File: src/i2cems_pkg.sv
`timescale 1ns / 1ps
// Shared types, codes and defaults for the I2C EEPROM master sequencer.
// Used by the front, sequencer, output and top-level modules.
package i2cems_pkg;

  // Default tuning values
  localparam int unsigned DEF_BANK_SIZE   = 65536;
  localparam int unsigned DEF_PAGE_BYTES  = 128;
  localparam int unsigned DEF_RETRY_LIMIT = 200;
  localparam int unsigned DEF_MAX_LENGTH  = 1024;

  localparam logic [7:0] DEV_SEL_RESET = 8'hA6;

  // Request type codes
  localparam logic [1:0] REQ_READ   = 2'd0;
  localparam logic [1:0] REQ_WRITE  = 2'd1;
  localparam logic [1:0] REQ_STATUS = 2'd2;

  // Bus actions
  localparam logic [2:0] ACT_NONE    = 3'd0;
  localparam logic [2:0] ACT_START   = 3'd1;
  localparam logic [2:0] ACT_SEND    = 3'd2;
  localparam logic [2:0] ACT_RX_ACK  = 3'd3;
  localparam logic [2:0] ACT_RX_NACK = 3'd4;
  localparam logic [2:0] ACT_STOP    = 3'd5;

  // TWI status codes
  localparam logic [7:0] ST_START        = 8'h08;
  localparam logic [7:0] ST_REP_START    = 8'h10;
  localparam logic [7:0] ST_MT_SLA_ACK   = 8'h18;
  localparam logic [7:0] ST_MT_SLA_NACK  = 8'h20;
  localparam logic [7:0] ST_MT_DATA_ACK  = 8'h28;
  localparam logic [7:0] ST_MT_DATA_NACK = 8'h30;
  localparam logic [7:0] ST_ARB_LOST     = 8'h38;
  localparam logic [7:0] ST_MR_SLA_ACK   = 8'h40;
  localparam logic [7:0] ST_MR_SLA_NACK  = 8'h48;
  localparam logic [7:0] ST_MR_DATA_ACK  = 8'h50;
  localparam logic [7:0] ST_MR_DATA_NACK = 8'h58;

  typedef enum logic [1:0] {
    K_READ,
    K_WRITE,
    K_STATUS
  } kind_t;

  // Classified item passed from front to sequencer
  typedef struct packed {
    kind_t       kind;
    logic        len_bad;
    logic [16:0] address;
    logic [10:0] length;
    logic [7:0]  bus_status;
    logic [7:0]  bus_byte;
    logic [7:0]  write_byte;
  } item_t;

  typedef struct packed {
    logic [2:0]  bus_action;
    logic [7:0]  tx_byte;
    logic [7:0]  rx_byte;
    logic        rx_valid;
    logic        done_res;
    logic        failed;
    logic [10:0] byte_count;
  } result_t;

  // Results caused by one item: one or two
  typedef struct packed {
    logic    two;
    result_t r0;
    result_t r1;
  } bundle_t;

  function automatic result_t mk_res(logic [2:0] act, logic [7:0] tx, logic [7:0] rxb,
                                     logic rxv, logic done, logic fail);
    result_t r;
    r.bus_action = act;
    r.tx_byte    = tx;
    r.rx_byte    = rxb;
    r.rx_valid   = rxv;
    r.done_res   = done;
    r.failed     = fail;
    r.byte_count = '0;
    return r;
  endfunction

endpackage

File: src/i2cems_front.sv
`timescale 1ns / 1ps
// Front end: accepts input items, classifies them and queues them.
// Depends on i2cems_pkg.
module i2cems_front import i2cems_pkg::*; #(
  parameter int unsigned MAX_LENGTH = DEF_MAX_LENGTH
) (
  input  logic        clk,
  input  logic        rst,
  input  logic        in_valid,
  output logic        in_ready,
  input  logic [1:0]  req_type,
  input  logic [16:0] address,
  input  logic [10:0] length,
  input  logic [7:0]  bus_status,
  input  logic [7:0]  bus_byte,
  input  logic [7:0]  write_byte,
  output logic        item_valid,
  input  logic        item_ready,
  output item_t       item
);

  localparam logic [16:0] MaxLen = 17'(MAX_LENGTH);

  item_t      q [2];
  logic       wp, rp;
  logic [1:0] cnt;
  item_t      cls;
  logic       push, pop;

  // Classify the incoming item
  always_comb begin
    cls.kind       = (req_type == REQ_READ) ? K_READ :
                     (req_type == REQ_WRITE) ? K_WRITE : K_STATUS;
    cls.len_bad    = (length == '0) || ({6'd0, length} > MaxLen);
    cls.address    = address;
    cls.length     = length;
    cls.bus_status = bus_status;
    cls.bus_byte   = bus_byte;
    cls.write_byte = write_byte;
  end

  assign in_ready   = (cnt != 2'd2);
  // Drop the unused request code here
  assign push       = in_valid && in_ready && (req_type != 2'd3);
  assign pop        = item_valid && item_ready;
  assign item_valid = (cnt != 2'd0);
  assign item       = q[rp];

  // Hold queued items
  always_ff @(posedge clk) begin
    if (push) q[wp] <= cls;
  end

  // Advance queue pointers
  always_ff @(posedge clk) begin
    if (rst) begin
      wp  <= 1'b0;
      rp  <= 1'b0;
      cnt <= 2'd0;
    end else begin
      if (push) wp <= ~wp;
      if (pop)  rp <= ~rp;
      cnt <= cnt + 2'(push) - 2'(pop);
    end
  end

endmodule

File: src/i2cems_seq.sv
`timescale 1ns / 1ps
// Back end: the transaction sequencer that turns items into bus actions.
// Depends on i2cems_pkg.
module i2cems_seq import i2cems_pkg::*; #(
  parameter int unsigned BANK_SIZE   = DEF_BANK_SIZE,
  parameter int unsigned PAGE_BYTES  = DEF_PAGE_BYTES,
  parameter int unsigned RETRY_LIMIT = DEF_RETRY_LIMIT
) (
  input  logic       clk,
  input  logic       rst,
  input  logic       cfg_wr_en,
  input  logic [7:0] cfg_wr_data,
  input  logic       item_valid,
  output logic       item_ready,
  input  item_t      item,
  output logic       bq_push,
  input  logic       bq_full,
  output bundle_t    bq_data
);

  // PAGE_BYTES must be a power of two
  localparam logic [16:0] Bank     = 17'(BANK_SIZE);
  localparam logic [16:0] PageMask = 17'(PAGE_BYTES - 1);
  localparam logic [9:0]  Page     = 10'(PAGE_BYTES);
  localparam logic [7:0]  Limit    = 8'(RETRY_LIMIT);

  typedef enum logic [3:0] {
    PH_IDLE, PH_START, PH_SLA_W, PH_ADDR_HI, PH_ADDR_LO,
    PH_RSTART, PH_SLA_R, PH_RDATA, PH_WDATA
  } phase_t;

  phase_t      phase, phase_next;
  logic [7:0]  dev_sel;
  logic        is_write, is_write_next;
  logic [16:0] cur, cur_next;
  logic [10:0] rem, rem_next;
  logic [10:0] chunk, chunk_next;
  logic [7:0]  retry, retry_next;
  logic [10:0] done_cnt, done_cnt_next;

  logic        in_bank1;
  logic [16:0] offs;
  logic [7:0]  sla_w, sla_r;
  logic [10:0] chunk_calc;
  logic [9:0]  room;
  logic [17:0] rd_end;

  logic        take;
  logic        emit, two;
  result_t     r0, r1;

  // Bank, offset and select bytes
  assign in_bank1 = (cur >= Bank);
  assign offs     = in_bank1 ? (cur - Bank) : cur;
  assign sla_w    = {dev_sel[7:4], in_bank1, dev_sel[2:1], 1'b0};
  assign sla_r    = {dev_sel[7:4], in_bank1, dev_sel[2:1], 1'b1};

  // Part length: page room for writes, bank split for reads
  always_comb begin
    room   = Page - 10'(offs & PageMask);
    rd_end = {1'b0, cur} + {7'd0, rem};
    if (is_write) begin
      chunk_calc = ({1'b0, rem} > {1'b0, room}) ? 11'(room) : rem;
    end else if ((cur < Bank) && (rd_end > {1'b0, Bank})) begin
      chunk_calc = 11'(Bank - cur);
    end else begin
      chunk_calc = rem;
    end
  end

  assign item_ready = !bq_full;
  assign take       = item_valid && item_ready;

  // Next state and results
  always_comb begin
    logic        other, fail, do_end;
    logic [16:0] e_cur;
    logic [10:0] e_rem, e_chk;
    logic [7:0]  e_rxb;
    logic        e_rxv;
    logic [7:0]  st;
    logic [10:0] chk1;
    other         = 1'b0;
    fail          = 1'b0;
    do_end        = 1'b0;
    e_cur         = cur;
    e_rem         = rem;
    e_chk         = chunk;
    e_rxb         = '0;
    e_rxv         = 1'b0;
    st            = item.bus_status;
    chk1          = (chunk != '0) ? chunk - 11'd1 : chunk;
    phase_next    = phase;
    is_write_next = is_write;
    cur_next      = cur;
    rem_next      = rem;
    chunk_next    = chunk;
    retry_next    = retry;
    done_cnt_next = done_cnt;
    emit          = 1'b0;
    two           = 1'b0;
    r0            = '0;
    r1            = '0;

    if (take) begin
      if (item.kind != K_STATUS) begin
        if (phase == PH_IDLE) begin
          emit          = 1'b1;
          is_write_next = (item.kind == K_WRITE);
          cur_next      = item.address;
          done_cnt_next = '0;
          chunk_next    = '0;
          if (item.len_bad) begin
            rem_next   = '0;
            retry_next = '0;
            r0         = mk_res(ACT_NONE, '0, '0, 1'b0, 1'b1, 1'b1);
          end else begin
            rem_next   = item.length;
            retry_next = 8'd1;
            phase_next = PH_START;
            r0         = mk_res(ACT_START, '0, '0, 1'b0, 1'b0, 1'b0);
          end
        end
      end else if (phase != PH_IDLE) begin
        emit = 1'b1;
        unique case (phase)
          PH_START: begin
            if (st == ST_START || st == ST_REP_START) begin
              chunk_next = chunk_calc;
              phase_next = PH_SLA_W;
              r0         = mk_res(ACT_SEND, sla_w, '0, 1'b0, 1'b0, 1'b0);
            end else if (st == ST_ARB_LOST) begin
              r0 = mk_res(ACT_START, '0, '0, 1'b0, 1'b0, 1'b0);
            end else begin
              phase_next = PH_IDLE;
              r0         = mk_res(ACT_NONE, '0, '0, 1'b0, 1'b1, 1'b1);
            end
          end
          PH_SLA_W: begin
            if (st == ST_MT_SLA_ACK) begin
              phase_next = PH_ADDR_HI;
              r0         = mk_res(ACT_SEND, offs[15:8], '0, 1'b0, 1'b0, 1'b0);
            end else if (st == ST_MT_SLA_NACK) begin
              if (retry >= Limit) begin
                fail = 1'b1;
              end else begin
                retry_next = retry + 8'd1;
                phase_next = PH_START;
                r0         = mk_res(ACT_START, '0, '0, 1'b0, 1'b0, 1'b0);
              end
            end else begin
              other = 1'b1;
            end
          end
          PH_ADDR_HI: begin
            if (st == ST_MT_DATA_ACK) begin
              phase_next = PH_ADDR_LO;
              r0         = mk_res(ACT_SEND, offs[7:0], '0, 1'b0, 1'b0, 1'b0);
            end else if (st == ST_MT_DATA_NACK) begin
              if (is_write) begin
                fail = 1'b1;
              end else begin
                phase_next = PH_START;
                r0         = mk_res(ACT_START, '0, '0, 1'b0, 1'b0, 1'b0);
              end
            end else begin
              other = 1'b1;
            end
          end
          PH_ADDR_LO: begin
            if (st == ST_MT_DATA_ACK) begin
              if (is_write) begin
                phase_next = PH_WDATA;
                r0         = mk_res(ACT_SEND, item.write_byte, '0, 1'b0, 1'b0, 1'b0);
              end else begin
                phase_next = PH_RSTART;
                r0         = mk_res(ACT_START, '0, '0, 1'b0, 1'b0, 1'b0);
              end
            end else if (st == ST_MT_DATA_NACK) begin
              if (is_write) fail = 1'b1;
              else          do_end = 1'b1;
            end else begin
              other = 1'b1;
            end
          end
          PH_RSTART: begin
            if (st == ST_START || st == ST_REP_START) begin
              phase_next = PH_SLA_R;
              r0         = mk_res(ACT_SEND, sla_r, '0, 1'b0, 1'b0, 1'b0);
            end else begin
              other = 1'b1;
            end
          end
          PH_SLA_R: begin
            if (st == ST_MR_SLA_ACK) begin
              phase_next = PH_RDATA;
              r0 = mk_res((chunk > 11'd1) ? ACT_RX_ACK : ACT_RX_NACK,
                          '0, '0, 1'b0, 1'b0, 1'b0);
            end else if (st == ST_MR_SLA_NACK) begin
              do_end = 1'b1;
            end else begin
              other = 1'b1;
            end
          end
          PH_RDATA: begin
            if (st == ST_MR_DATA_ACK || st == ST_MR_DATA_NACK) begin
              done_cnt_next = done_cnt + 11'd1;
              e_cur         = cur + 17'd1;
              e_rem         = (rem != '0) ? rem - 11'd1 : rem;
              e_chk         = chk1;
              cur_next      = e_cur;
              rem_next      = e_rem;
              chunk_next    = chk1;
              if (st == ST_MR_DATA_NACK || chk1 == '0) begin
                do_end = 1'b1;
                e_rxb  = item.bus_byte;
                e_rxv  = 1'b1;
              end else begin
                r0 = mk_res((chk1 > 11'd1) ? ACT_RX_ACK : ACT_RX_NACK,
                            '0, item.bus_byte, 1'b1, 1'b0, 1'b0);
              end
            end else begin
              fail = 1'b1;
            end
          end
          PH_WDATA: begin
            if (st == ST_MT_DATA_ACK) begin
              done_cnt_next = done_cnt + 11'd1;
              e_cur         = cur + 17'd1;
              e_rem         = (rem != '0) ? rem - 11'd1 : rem;
              e_chk         = chk1;
              cur_next      = e_cur;
              rem_next      = e_rem;
              chunk_next    = chk1;
              if (chk1 == '0) begin
                do_end = 1'b1;
              end else begin
                r0 = mk_res(ACT_SEND, item.write_byte, '0, 1'b0, 1'b0, 1'b0);
              end
            end else begin
              fail = 1'b1;
            end
          end
          default: emit = 1'b0;
        endcase

        // Unexpected status: restart on arbitration loss, otherwise abort
        if (other) begin
          if (st == ST_ARB_LOST) begin
            phase_next = PH_START;
            r0         = mk_res(ACT_START, '0, '0, 1'b0, 1'b0, 1'b0);
          end else begin
            fail = 1'b1;
          end
        end
        if (fail) begin
          phase_next = PH_IDLE;
          r0         = mk_res(ACT_STOP, '0, '0, 1'b0, 1'b1, 1'b1);
        end

        // End of a part: stop, then finish or open the next part
        if (do_end) begin
          cur_next   = e_cur + {6'd0, e_chk};
          rem_next   = e_rem - e_chk;
          chunk_next = '0;
          if (rem_next == '0) begin
            phase_next = PH_IDLE;
            r0         = mk_res(ACT_STOP, '0, e_rxb, e_rxv, 1'b1, 1'b0);
          end else begin
            two        = 1'b1;
            phase_next = PH_START;
            retry_next = 8'd1;
            r0         = mk_res(ACT_STOP, '0, e_rxb, e_rxv, 1'b0, 1'b0);
            r1         = mk_res(ACT_START, '0, '0, 1'b0, 1'b0, 1'b0);
          end
        end
      end
    end
    r0.byte_count = done_cnt_next;
    r1.byte_count = done_cnt_next;
  end

  assign bq_push    = emit;
  assign bq_data.two = two;
  assign bq_data.r0  = r0;
  assign bq_data.r1  = r1;

  // Hold sequencer state
  always_ff @(posedge clk) begin
    if (rst) begin
      phase    <= PH_IDLE;
      dev_sel  <= DEV_SEL_RESET;
      is_write <= 1'b0;
      cur      <= '0;
      rem      <= '0;
      chunk    <= '0;
      retry    <= '0;
      done_cnt <= '0;
    end else begin
      if (cfg_wr_en) dev_sel <= cfg_wr_data;
      phase    <= phase_next;
      is_write <= is_write_next;
      cur      <= cur_next;
      rem      <= rem_next;
      chunk    <= chunk_next;
      retry    <= retry_next;
      done_cnt <= done_cnt_next;
    end
  end

endmodule

File: src/i2cems_out.sv
`timescale 1ns / 1ps
// Output stage: queues result bundles and sends them one result per transfer.
// Depends on i2cems_pkg.
module i2cems_out import i2cems_pkg::*; (
  input  logic    clk,
  input  logic    rst,
  input  logic    bq_push,
  output logic    bq_full,
  input  bundle_t bq_data,
  output logic    out_valid,
  input  logic    out_ready,
  output result_t res,
  output logic    res_last
);

  bundle_t    q [2];
  logic       wp, rp, idx;
  logic [1:0] cnt;
  bundle_t    head;
  logic       xfer, pop;

  assign head      = q[rp];
  assign bq_full   = (cnt == 2'd2);
  assign out_valid = (cnt != 2'd0);
  assign res       = idx ? head.r1 : head.r0;
  assign res_last  = (idx == head.two);
  assign xfer      = out_valid && out_ready;
  assign pop       = xfer && res_last;

  // Hold queued bundles
  always_ff @(posedge clk) begin
    if (bq_push) q[wp] <= bq_data;
  end

  // Advance pointers and the result select
  always_ff @(posedge clk) begin
    if (rst) begin
      wp  <= 1'b0;
      rp  <= 1'b0;
      idx <= 1'b0;
      cnt <= 2'd0;
    end else begin
      if (bq_push) wp <= ~wp;
      if (pop)     rp <= ~rp;
      if (xfer)    idx <= !res_last;
      cnt <= cnt + 2'(bq_push) - 2'(pop);
    end
  end

endmodule

File: src/i2c_eeprom_master_sequencer_unit.sv
`timescale 1ns / 1ps
// I2C EEPROM master sequencer, top level. An input transfer reaches the first result
// through the front queue, then the output queue; the sequencer is combinational.
// Throughput: one item per cycle while out_ready stays high; an item with two results
// holds the output until both of its results are transferred.
// Reset (rst, synchronous): idle phase, empty queues, select byte 0xA6.
// Depends on i2cems_pkg, i2cems_front, i2cems_seq and i2cems_out.
module i2c_eeprom_master_sequencer_unit import i2cems_pkg::*; #(
  parameter int unsigned BANK_SIZE   = DEF_BANK_SIZE,
  parameter int unsigned PAGE_BYTES  = DEF_PAGE_BYTES,
  parameter int unsigned RETRY_LIMIT = DEF_RETRY_LIMIT,
  parameter int unsigned MAX_LENGTH  = DEF_MAX_LENGTH
) (
  input  logic        clk,
  input  logic        rst,
  input  logic        cfg_wr_en,
  input  logic [7:0]  cfg_wr_data,
  input  logic        in_valid,
  output logic        in_ready,
  input  logic [1:0]  req_type,
  input  logic [16:0] address,
  input  logic [10:0] length,
  input  logic [7:0]  bus_status,
  input  logic [7:0]  bus_byte,
  input  logic [7:0]  write_byte,
  output logic        out_valid,
  input  logic        out_ready,
  output logic [2:0]  bus_action,
  output logic [7:0]  tx_byte,
  output logic [7:0]  rx_byte,
  output logic        rx_valid,
  output logic        done_res,
  output logic        failed,
  output logic [10:0] byte_count,
  output logic        last
);

  logic    item_valid, item_ready;
  item_t   item;
  logic    bq_push, bq_full;
  bundle_t bq_data;
  result_t res;

  i2cems_front #(.MAX_LENGTH(MAX_LENGTH)) u_front (
    .clk, .rst, .in_valid, .in_ready, .req_type, .address, .length,
    .bus_status, .bus_byte, .write_byte, .item_valid, .item_ready, .item
  );

  i2cems_seq #(
    .BANK_SIZE(BANK_SIZE), .PAGE_BYTES(PAGE_BYTES), .RETRY_LIMIT(RETRY_LIMIT)
  ) u_seq (
    .clk, .rst, .cfg_wr_en, .cfg_wr_data, .item_valid, .item_ready, .item,
    .bq_push, .bq_full, .bq_data
  );

  i2cems_out u_out (
    .clk, .rst, .bq_push, .bq_full, .bq_data, .out_valid, .out_ready,
    .res, .res_last(last)
  );

  assign bus_action = res.bus_action;
  assign tx_byte    = res.tx_byte;
  assign rx_byte    = res.rx_byte;
  assign rx_valid   = res.rx_valid;
  assign done_res   = res.done_res;
  assign failed     = res.failed;
  assign byte_count = res.byte_count;

`ifndef SYNTHESIS
  a_fail_done: assert property (@(posedge clk) disable iff (rst)
    out_valid && failed |-> done_res) else $error("failure without done");
  a_done_last: assert property (@(posedge clk) disable iff (rst)
    out_valid && done_res |-> last) else $error("done result not last");
  a_rx_action: assert property (@(posedge clk) disable iff (rst)
    out_valid && rx_valid |-> (bus_action == ACT_RX_ACK || bus_action == ACT_RX_NACK ||
                               bus_action == ACT_STOP))
    else $error("read byte on wrong action");
  a_tx_zero: assert property (@(posedge clk) disable iff (rst)
    out_valid && bus_action != ACT_SEND |-> tx_byte == 8'd0)
    else $error("send byte on non-send action");
`endif

endmodule

File: config.mk
export PLATFORM = sky130hd
export DESIGN_NAME = i2c_eeprom_master_sequencer_unit
export DESIGN_NICKNAME = d
export VERILOG_FILES = /design/src/i2cems_pkg.sv /design/src/i2cems_front.sv /design/src/i2cems_seq.sv /design/src/i2cems_out.sv /design/src/i2c_eeprom_master_sequencer_unit.sv
export SDC_FILE = /design/constraint.sdc
export NUM_CORES = 1
export LEC_CHECK = 0
export ABC_CLOCK_PERIOD_IN_PS = 5850
export BUFFER_PORTS_ARGS = -buffer_cell sky130_fd_sc_hd__buf_2
export CELL_PAD_IN_SITES_DETAIL_PLACEMENT = 0
export CELL_PAD_IN_SITES_GLOBAL_PLACEMENT = 1
export CORE_MARGIN = 1
export CORE_UTILIZATION = 46
export DETAILED_ROUTE_END_ITERATION = 6
export PLACE_DENSITY = 0.83
export SYNTH_ARGS = -nofsm -noshare
export SYNTH_HDL_FRONTEND = slang
export SYNTH_HIERARCHICAL = 1
export SYNTH_SLANG_ARGS = --single-unit
File: constraint.sdc
create_clock -name clk -period 5.85 [get_ports clk]
set_clock_uncertainty 0.15 [all_clocks]
set_input_delay 1.17 -clock clk [delete_from_list [all_inputs] [get_ports clk]]
set_output_delay 1.17 -clock clk [all_outputs]
set_load 0.01 [all_outputs]
==> insert_results.sql, run 1 <==
INSERT INTO impl_metrics (metric_group, metric, value, unit) VALUES
('status', 'status', 'completed', ''),
('placement', 'hpwl', '34000', 'um'),
('clock_network', 'cts.repair_timing.setup_buffer_count', '0', ''),
('timing', 'report.final.hold_viol_count', '0', ''),
('setup_path', 'reg2reg_depth', '19', ''),
('timing', 'setup_tns', '0', 'ns'),
('yosys', 'synth_area_per_inst', '11.2', 'um^2'),
('timing', 'report.final.slew_viol_count', '0', ''),
('pwr', 'p_int', '5.89', 'mW'),
('pwr', 'maximum_ir_drop_on_the_vdd_rail', '0.297', 'mV'),
('timing', 'timing.final.crit_period', '5.64', 'ns'),
('placement', 'port-buffer-count', '100', ''),
('yosys', 'synth_sequential_area_ratio', '49.8', '%'),
('floorplan', 'die_h', '199', 'um'),
('floorplan', 'dieArea', '39700', 'um^2'),
('global_route', 'grt_overflow', '0', ''),
('timing', 'slew-limit-headroom', '43.5', '%'),
('floorplan', 'initial_utilization', '47.1', '%'),
('placement', 'pre_cts_slack', '0.316', 'ns'),
('global_route', 'vias_in_the_first_global_route', '12934', ''),
('yosys', 'yosysWarningCount', '6', ''),
('floorplan', 'fp.dieW', '199', 'um'),
('clock_network', 'clock_pin_slew_on_the_worst_setup_and_hold_paths', '0.06', 'ns'),
('timing', 'total_setup_violations_reported_at_the_end_of_the_flow', '0', ''),
('setup_path', 'worstReg2RegEnd', 'u_seq/retry[5]$_SDFFE_PP0P_', ''),
('global_route', 'globalRouteTotalUtil', '24.2', '%'),
('placement', 'placed_cell_area', '18900', 'um^2'),
('setup_path', 'critical-path-max-stage-delay', '0.61', 'ns'),
('yosys', 'synthFlopType', 'edfxtp_1', ''),
('clock_network', 'cts_tree', 'yes', ''),
('yosys', 'post_synth_inst_count', '1600', ''),
('pwr', 'post-layout-total-power', '9.52', 'mW'),
('setup_path', 'critical_path.max_fanout', '10', ''),
('yosys', 'synth_cell_type_count', '105', ''),
('timing', 'postLayoutSetupSlackWorst', '0.213', 'ns'),
('clock_network', 'cts_max_level', '2', ''),
('setup_path', 'cells_traversed_along_the_worst_timing_path', 'buf_4, mux2_2, or4b_1, o22ai_2, and2_1, nand2_1, xnor2_1, ha_1, inv_1, fa_1, a21o_1, o2bb2ai_1, o41ai_1, buf_4, xnor2_1, nor4_2, a41oi_4, or4_1, o21ai_1', ''),
('pwr', 'power.sequential.fraction', '35.7', '%'),
('run', 'drv.max_cap_violation_count', '0', ''),
('yosys', 'synth.cell_area', '17900', 'um^2'),
('drt', 'dr_total_vias', '13109', ''),
('worst_hold_path', 'worst_hold_startpoint', 'u_seq/retry[7]$_SDFFE_PP0P_', ''),
('setup_path', 'worstPathRequired', '6.18', 'ns'),
('timing', 'timing_worst_slew_pin_value', '0.846', 'ns'),
('global_route', 'first_pass_grt_wire_length', '73100', 'um'),
('drt', 'drcViolationCount', '0', ''),
('clock_network', 'clk-insertion-delay-late', '0.55', 'ns'),
('setup_path', 'crit_path_end_kind', 'flip-flop', ''),
('pwr', 'netSwitchingPower', '3.63', 'mW'),
('clock_network', 'cts_sinks', '324', ''),
('setup_path', 'critPathBufInv', '3', ''),
('cells_and_area', 'insertedDiodeCount', '0', ''),
('pwr', 'share_comb_of_total_power', '40.9', '%'),
('clock_network', 'cts_buffers', '36', ''),
('setup_path', 'critical_path.startpoint_type', 'flip-flop', ''),
('clock_network', 'post_cts_hold_buffer_count', '0', ''),
('pwr', 'pwr-share-clk', '23.4', '%'),
('worst_hold_path', 'worst_hold_check_path_type', 'reg -> reg', ''),
('setup_path', 'critical-path-slowest-cell', 'or4b_1', ''),
('floorplan', 'core-area', '38000', 'um^2'),
('worst_hold_path', 'hold_path_depth', '2', ''),
('setup_path', 'reg2reg_setup_slack', '0.21', 'ns'),
('pwr', 'p_leak', '7.24', 'nW'),
('pwr', 'power-per-cell-area', '473', 'nW/um^2'),
('cells_and_area', 'fillers', '3373', ''),
('global_route', 'number_of_antenna_violations_at_the_first_check_in_global_routing', '0', ''),
('clock_network', 'clock_tree.buffer_depth', '3', ''),
('global_route', 'grt_start_max_net_pins', '60', ''),
('clock_network', 'clock-root-buffer', 'clkbuf_16', ''),
('floorplan', 'placement_rows', '71', ''),
('placement', 'placed_cells', '2166', '');
[flip-flops by register name, summed over array words and instances (netlist names), 2 cells and up, named ones only]
signal and cells:
u_seq/retry 8, u_seq/phase 4, u_seq/dev_sel 6, u_front/cnt 2
u_seq/rem 11, u_out/q 134, u_front/q 110, u_seq/chunk 11
u_seq/cur 17, u_seq/done_cnt 11, u_out/cnt 2
[synth_stat cells (6+ instances only)]
cell / count / share of area (%)
mux2_2: 63 / 4.0
xor2_1: 23 / 1.1
a31oi_1: 13 / 0.45
or4_1: 7 / 0.29
mux4_2: 33 / 4.1
o22ai_1: 6 / 0.21
buf_4: 35 / 1.5
nor3_1: 45 / 1.3
nor3b_1: 8 / 0.34
nor2_1: 126 / 2.6
a21oi_1: 82 / 2.3
a311oi_1: 8 / 0.39
ha_1: 53 / 3.7
and4_1: 6 / 0.29
clkbuf_1: 55 / 1.2
or3_1: 15 / 0.52
nor2b_1: 17 / 0.59
buf_2: 23 / 0.64
xnor2_1: 47 / 2.3
nand3_1: 50 / 1.4
o21ai_0: 62 / 1.7
o211ai_1: 10 / 0.42
nand4_1: 23 / 0.80
and3_1: 20 / 0.70
edfxtp_1: 244 / 41
a211oi_1: 17 / 0.71
or2_2: 8 / 0.28
a22o_1: 7 / 0.34
inv_1: 56 / 1.2
o31a_1: 6 / 0.29
o21ai_1: 14 / 0.39
and2_1: 22 / 0.77
nor4b_1: 9 / 0.44
dfxtp_1: 80 / 8.9
o31ai_1: 12 / 0.50
nor4_1: 17 / 0.59
nand2_1: 106 / 2.2
o21a_1: 8 / 0.34
a221oi_1: 10 / 0.49
a21o_1: 8 / 0.34
mux2i_1: 25 / 1.4
[kinds of logic after synthesis]
kind of cell,count (synthesis),share of synthesized area [%]
flops,324,49.8
other cells,1,0.0209
buf+inv,178,4.75
simple gates,512,15.1
xor+xnor,72,3.64
fa+ha+maj,56,4.04
compound gates,331,12.7
mux,126,9.97
[placed cells by master (no fill, tap or decap), types with 55 or more instances in the layout]
cell and instances:
inv_1 55, dfxtp_1 78, edfxtp_1 244, buf_2 100, buf_4 55, nand2_1 106, mux2_2 63, a21oi_1 81
nor2_1 125, o21ai_0 62
[layout make-up]
cell class / count / area, um^2 / share of cell area (%)
Multi-Input combinational cell: 1118 / 8240 / 41.0
Sequential cell: 324 / 8930 / 44.4
Clock inverter: 18 / 185 / 0.920
Tap cell: 511 / 639 / 3.18
Timing Repair Buffer: 156 / 933 / 4.64
Clock buffer: 46 / 978 / 4.86
Inverter: 57 / 214 / 1.06
[worst register-to-register path, stage by stage, from the launching register on]
cell and delay [ns]:
dfxtp_2 0.44, buf_4 0.23, mux2_2 0.24, or4b_1 0.61, o22ai_2 0.20, and2_1 0.18, nand2_1 0.11, xnor2_1 0.41
ha_1 0.26, inv_1 0.06, fa_1 0.46, a21o_1 0.22, o2bb2ai_1 0.15, o41ai_1 0.28, buf_4 0.18, xnor2_1 0.08
nor4_2 0.40, a41oi_4 0.26, or4_1 0.57, o21ai_1 0.09
[power by group through the flow]
stage,clock network (mW),logic (mW),registers [mW]
after floorplan,0,2.89,3.23
after global placement,0,3.80,3.41
after detailed placement,0,3.87,3.44
after CTS,2.27,3.90,3.40
after global routing,2.35,4.29,3.45
final,2.23,3.89,3.40
[metrics by stage]
stage | util, % | hold slack (ns)
2_1_floorplan | - | 0.292
3_3_place_gp | 49.8 | 0.313
3_5_place_dp | 49.8 | 0.323
4_1_cts | 52.9 | 0.337
5_1_grt | 52.9 | 0.371
6_report | 52.9 | 0.341
[timing repair]
item	in CTS	in global routing
hold endpoints to repair	0	0
endpoints found under the setup margin	0	3
resized for setup	0	2
[routing by layer]
metal | GRT usage [%] | vias to the layer above | share of wire, % | routed length (um)
li1 | - | 6211 | - | -
met1 | 30.7 | 6329 | 41 | 19400
met2 | 40.6 | 456 | 48 | 22500
met3 | 3.56 | 113 | 6.3 | 2980
met4 | 11.3 | 0 | 4.5 | 2130
met5 | 0 | - | 0 | 0
[worst max-delay path by stage]
stage | from | to | slack, ns | depth (start not counted)
2_1_floorplan | flip-flop | u_seq/retry[5]$_SDFFE_PP0P_ | 0.02 | 22
3_3_place_gp | flip-flop | u_seq/retry[5]$_SDFFE_PP0P_ | 0.35 | 19
3_5_place_dp | flip-flop | u_seq/retry[5]$_SDFFE_PP0P_ | 0.32 | 19
4_1_cts | flip-flop | u_seq/retry[5]$_SDFFE_PP0P_ | 0.28 | 19
5_1_grt | flip-flop | u_seq/retry[5]$_SDFFE_PP0P_ | 0.007 | 19
6_report | flip-flop | u_seq/retry[5]$_SDFFE_PP0P_ | 0.21 | 19
Power figures use the tool's default switching activity.
==> run 2, diff against run 1 <==
ABC_CLOCK_PERIOD_IN_PS = 6200   (was 5850)
CORE_MARGIN = not set   (was 1)
CORE_UTILIZATION = 50   (was 46)
PLACE_DENSITY = 0.86   (was 0.83)
clock period = 6.2 ns   (was 5.85 ns; I/O delays follow)
==> run 2 against run 1 <==
Effect of this change: utilization grew 4.4 points; maximum frequency fell by 5.1%; largest power group unchanged; critical endpoint unchanged; combinational power fell by 6.9%; sequential share of layout area grew 0.28 points; clock power is 4% lower; register-to-register slack better by 0.05 ns.
==> insert_results.sql, run 2 (same netlist as run 1, synthesis figures left out) <==
INSERT INTO impl_metrics (metric_group, metric, value, unit) VALUES
('run', 'drv.max_cap_violation_count', '0', ''),
('placement', 'port-buffer-count', '100', ''),
('cells_and_area', 'area_delta_synth_final', '11.6', '%'),
('setup_path', 'cells_traversed_along_the_worst_timing_path', 'mux2_2, or3_1, o21ai_0, a21boi_1, nand2_1, buf_4, nor2_1, nor2_1, a21oi_1, inv_1, fa_1, a21o_1, o2bb2ai_1, o41ai_2, xnor2_1, nor4_1, buf_4, a41oi_4, or4_1, o21ai_1', ''),
('timing', 'timing_worst_slew_pin_value', '0.818', 'ns'),
('floorplan', 'die_h', '191', 'um'),
('drt', 'vias_per_cell', '6.13', ''),
('placement', 'pre_cts_slack', '0.262', 'ns'),
('clock_network', 'cts_max_level', '2', ''),
('floorplan', 'fp.dieW', '191', 'um'),
('cells_and_area', 'biggestRegsByFlops', 'u_out/q: 134 flops, u_front/q: 110 flops, u_seq/cur: 17 flops', ''),
('floorplan', 'core-area', '34900', 'um^2'),
('floorplan', 'io_pins', '103', ''),
('pwr', 'p_int', '5.63', 'mW'),
('status', 'status', 'completed', ''),
('pwr', 'post-layout-total-power', '9.00', 'mW'),
('setup_path', 'critical_path.startpoint_type', 'flip-flop', ''),
('placement', 'hpwl', '33300', 'um'),
('drt', 'drcViolationCount', '0', ''),
('setup_path', 'critical_path.max_fanout', '10', ''),
('placement', 'placed_cell_area', '18800', 'um^2'),
('global_route', 'grt_start_max_net_pins', '56', ''),
('floorplan', 'dieArea', '36600', 'um^2'),
('setup_path', 'worstPathRequired', '6.50', 'ns'),
('cells_and_area', 'largest-register', 'u_out/q', ''),
('cells_and_area', 'finalInstanceArea', '20000', 'um^2'),
('setup_path', 'critPathKind', 'reg -> reg', ''),
('pwr', 'power.sequential.fraction', '35.9', '%'),
('drt', 'wirelength', '46900', 'um'),
('floorplan', 'placement_rows', '68', ''),
('global_route', 'number_of_antenna_violations_at_the_first_check_in_global_routing', '0', ''),
('pwr', 'netSwitchingPower', '3.37', 'mW'),
('clock_network', 'cts_buffers', '36', ''),
('setup_path', 'worst-endpoint-arrival', '6.24', 'ns'),
('timing', 'period_share', '95.8', '%'),
('clock_network', 'clock_pin_slew_on_the_worst_setup_and_hold_paths', '0.06', 'ns'),
('drt', 'dr_total_vias', '13271', ''),
('timing', 'report.final.hold_viol_count', '0', ''),
('pwr', 'maximum_ir_drop_on_the_vdd_rail', '0.331', 'mV'),
('clock_network', 'clock_tree.buffer_depth', '3', ''),
('setup_path', 'reg2reg_setup_slack', '0.26', 'ns'),
('timing', 'total_setup_violations_reported_at_the_end_of_the_flow', '0', ''),
('global_route', 'grt_overflow', '0', ''),
('pwr', 'switching_share', '37.4', '%'),
('cells_and_area', 'fin_nets', '1808', ''),
('global_route', 'vias_in_the_first_global_route', '12862', ''),
('timing', 'postLayoutSetupSlackWorst', '0.262', 'ns'),
('worst_hold_path', 'worst_hold_check_path_type', 'reg -> reg', ''),
('cells_and_area', 'most_common_cell_after_layout_fill_and_taps_aside', 'edfxtp_1', ''),
('setup_path', 'critical-path-max-stage-delay', '0.57', 'ns'),
('drt', 'initialDrtViolationCount', '1160', ''),
('pwr', 'p_leak', '7.20', 'nW'),
('timing', 'slew-limit-headroom', '45.5', '%'),
('global_route', 'first_pass_grt_wire_length', '72000', 'um'),
('placement', 'gp_congestion', '0.971', ''),
('cells_and_area', 'fillers', '2916', ''),
('timing', 'report.final.slew_viol_count', '0', ''),
('pwr', 'pwr-share-clk', '23.8', '%'),
('timing', 'timing.final.crit_period', '5.94', 'ns'),
('cells_and_area', 'insertedDiodeCount', '0', ''),
('drt', 'wire_per_inst', '21.6', 'um'),
('pwr', 'power-per-cell-area', '450', 'nW/um^2'),
('drt', 'ant_nets', '0', ''),
('cells_and_area', 'most-common-layout-cells', 'edfxtp_1, nor2_1, nand2_1, buf_2, a21oi_1', ''),
('timing', 'fmaxAchievable', '168', 'MHz'),
('drt', 'dr.pass1.iters', '6', ''),
('pwr', 'share_comb_of_total_power', '40.3', '%'),
('floorplan', 'initial_utilization', '51.3', '%'),
('setup_path', 'cp_top_family', 'compound AO/OA/AOI/OAI gates', ''),
('timing', 'setup_tns', '0', 'ns'),
('clock_network', 'clock-root-buffer', 'clkbuf_16', ''),
('clock_network', 'cts_sinks', '324', ''),
('cells_and_area', 'largest_register_ffs', '134', ''),
('clock_network', 'cts.repair_timing.setup_buffer_count', '0', ''),
('cells_and_area', 'final_core_utilization', '57.3', '%'),
('setup_path', 'crit_path_end_kind', 'flip-flop', ''),
('clock_network', 'cts_tree', 'yes', ''),
('global_route', 'globalRouteTotalUtil', '25.6', '%'),
('setup_path', 'critical-path-slowest-cell', 'or4_1', ''),
('clock_network', 'clk-insertion-delay-late', '0.53', 'ns'),
('setup_path', 'critPathBufInv', '3', ''),
('timing', 'rsz0062_at_grt', 'no', ''),
('cells_and_area', 'drive_above_1_share', '20.1', '%');
## run 2: cell types whose count changed in the layout (fill, tap and decap cells not counted), moves of 2 or more
| cell | previous run | this run |
|---|---|---|
| clkinv_4 | 3 | 1 |
| clkbuf_1 | 6 | 10 |
| clkinv_2 | 6 | 4 |
| buf_4 | 55 | 47 |
| bufinv_16 | 2 | 4 |
| clkbuf_8 | 4 | 2 |
## run 2: final timing paths
kind | startpoint | cells past startpoint | endpoint
worst max-delay path | flip-flop | 20 | u_seq/retry[5]$_SDFFE_PP0P_
worst min-delay path | u_seq/retry[7]$_SDFFE_PP0P_ | 2 | u_seq/retry[7]$_SDFFE_PP0P_
worst max register to register | flip-flop | 20 | u_seq/retry[5]$_SDFFE_PP0P_
worst min register to register | u_seq/retry[7]$_SDFFE_PP0P_ | 2 | u_seq/retry[7]$_SDFFE_PP0P_
## run 2: through the flow
stage | hold WS, ns | std cells
after floorplan | 0.292 | 1620
after global placement | 0.310 | 2102
after detailed placement | 0.321 | 2102
after CTS | 0.330 | 2165
after global routing | 0.343 | 2165
final | 0.330 | 2165
## run 2: cell type report
class                   count  area [um^2]  area share (%)
repair buffers            148          873            4.37
multi-input cells        1118         8230            41.2
inverters                  57          214            1.07
flip-flops and latches    324         8930            44.7
well taps                 455          569            2.85
clock buffers              49          991            4.96
clock inverters            14          189           0.945
## run 2: power by group through the flow
stage / sequential (mW) / combinational (mW) / clock (mW)
finish: 3.24 / 3.62 / 2.14
global route: 3.27 / 3.98 / 2.26
CTS: 3.23 / 3.60 / 2.18
detailed placement: 3.27 / 3.57 / 0
global placement: 3.24 / 3.52 / 0
floorplan: 3.06 / 2.71 / 0
## run 2: timing repair
action	CTS	global route
endpoints found under the setup margin	0	7
hold buffers	0	0
gates resized for setup	0	2
## run 2: routing by layer
metal,vias up,wire length [um],share of wire (%),track usage [%]
met5,-,0,0,0
met1,6491,19600,42,32.8
met2,498,22900,49,44.6
met4,0,1330,2.8,8.24
li1,6193,-,-,-
met3,89,3060,6.5,3.56
## run 2: worst reg2reg max path: cells and delay by family, from the launching register on
family,cells,cell delay [ns]
AO/OA/AOI/OAI,8,2.03
XOR/XNOR,1,0.15
adder cells (fa/ha/maj),1,0.47
buffers and inverters,3,0.57
flip-flops,1,0.46
multiplexers,1,0.40
AND/OR/NAND/NOR,6,1.66
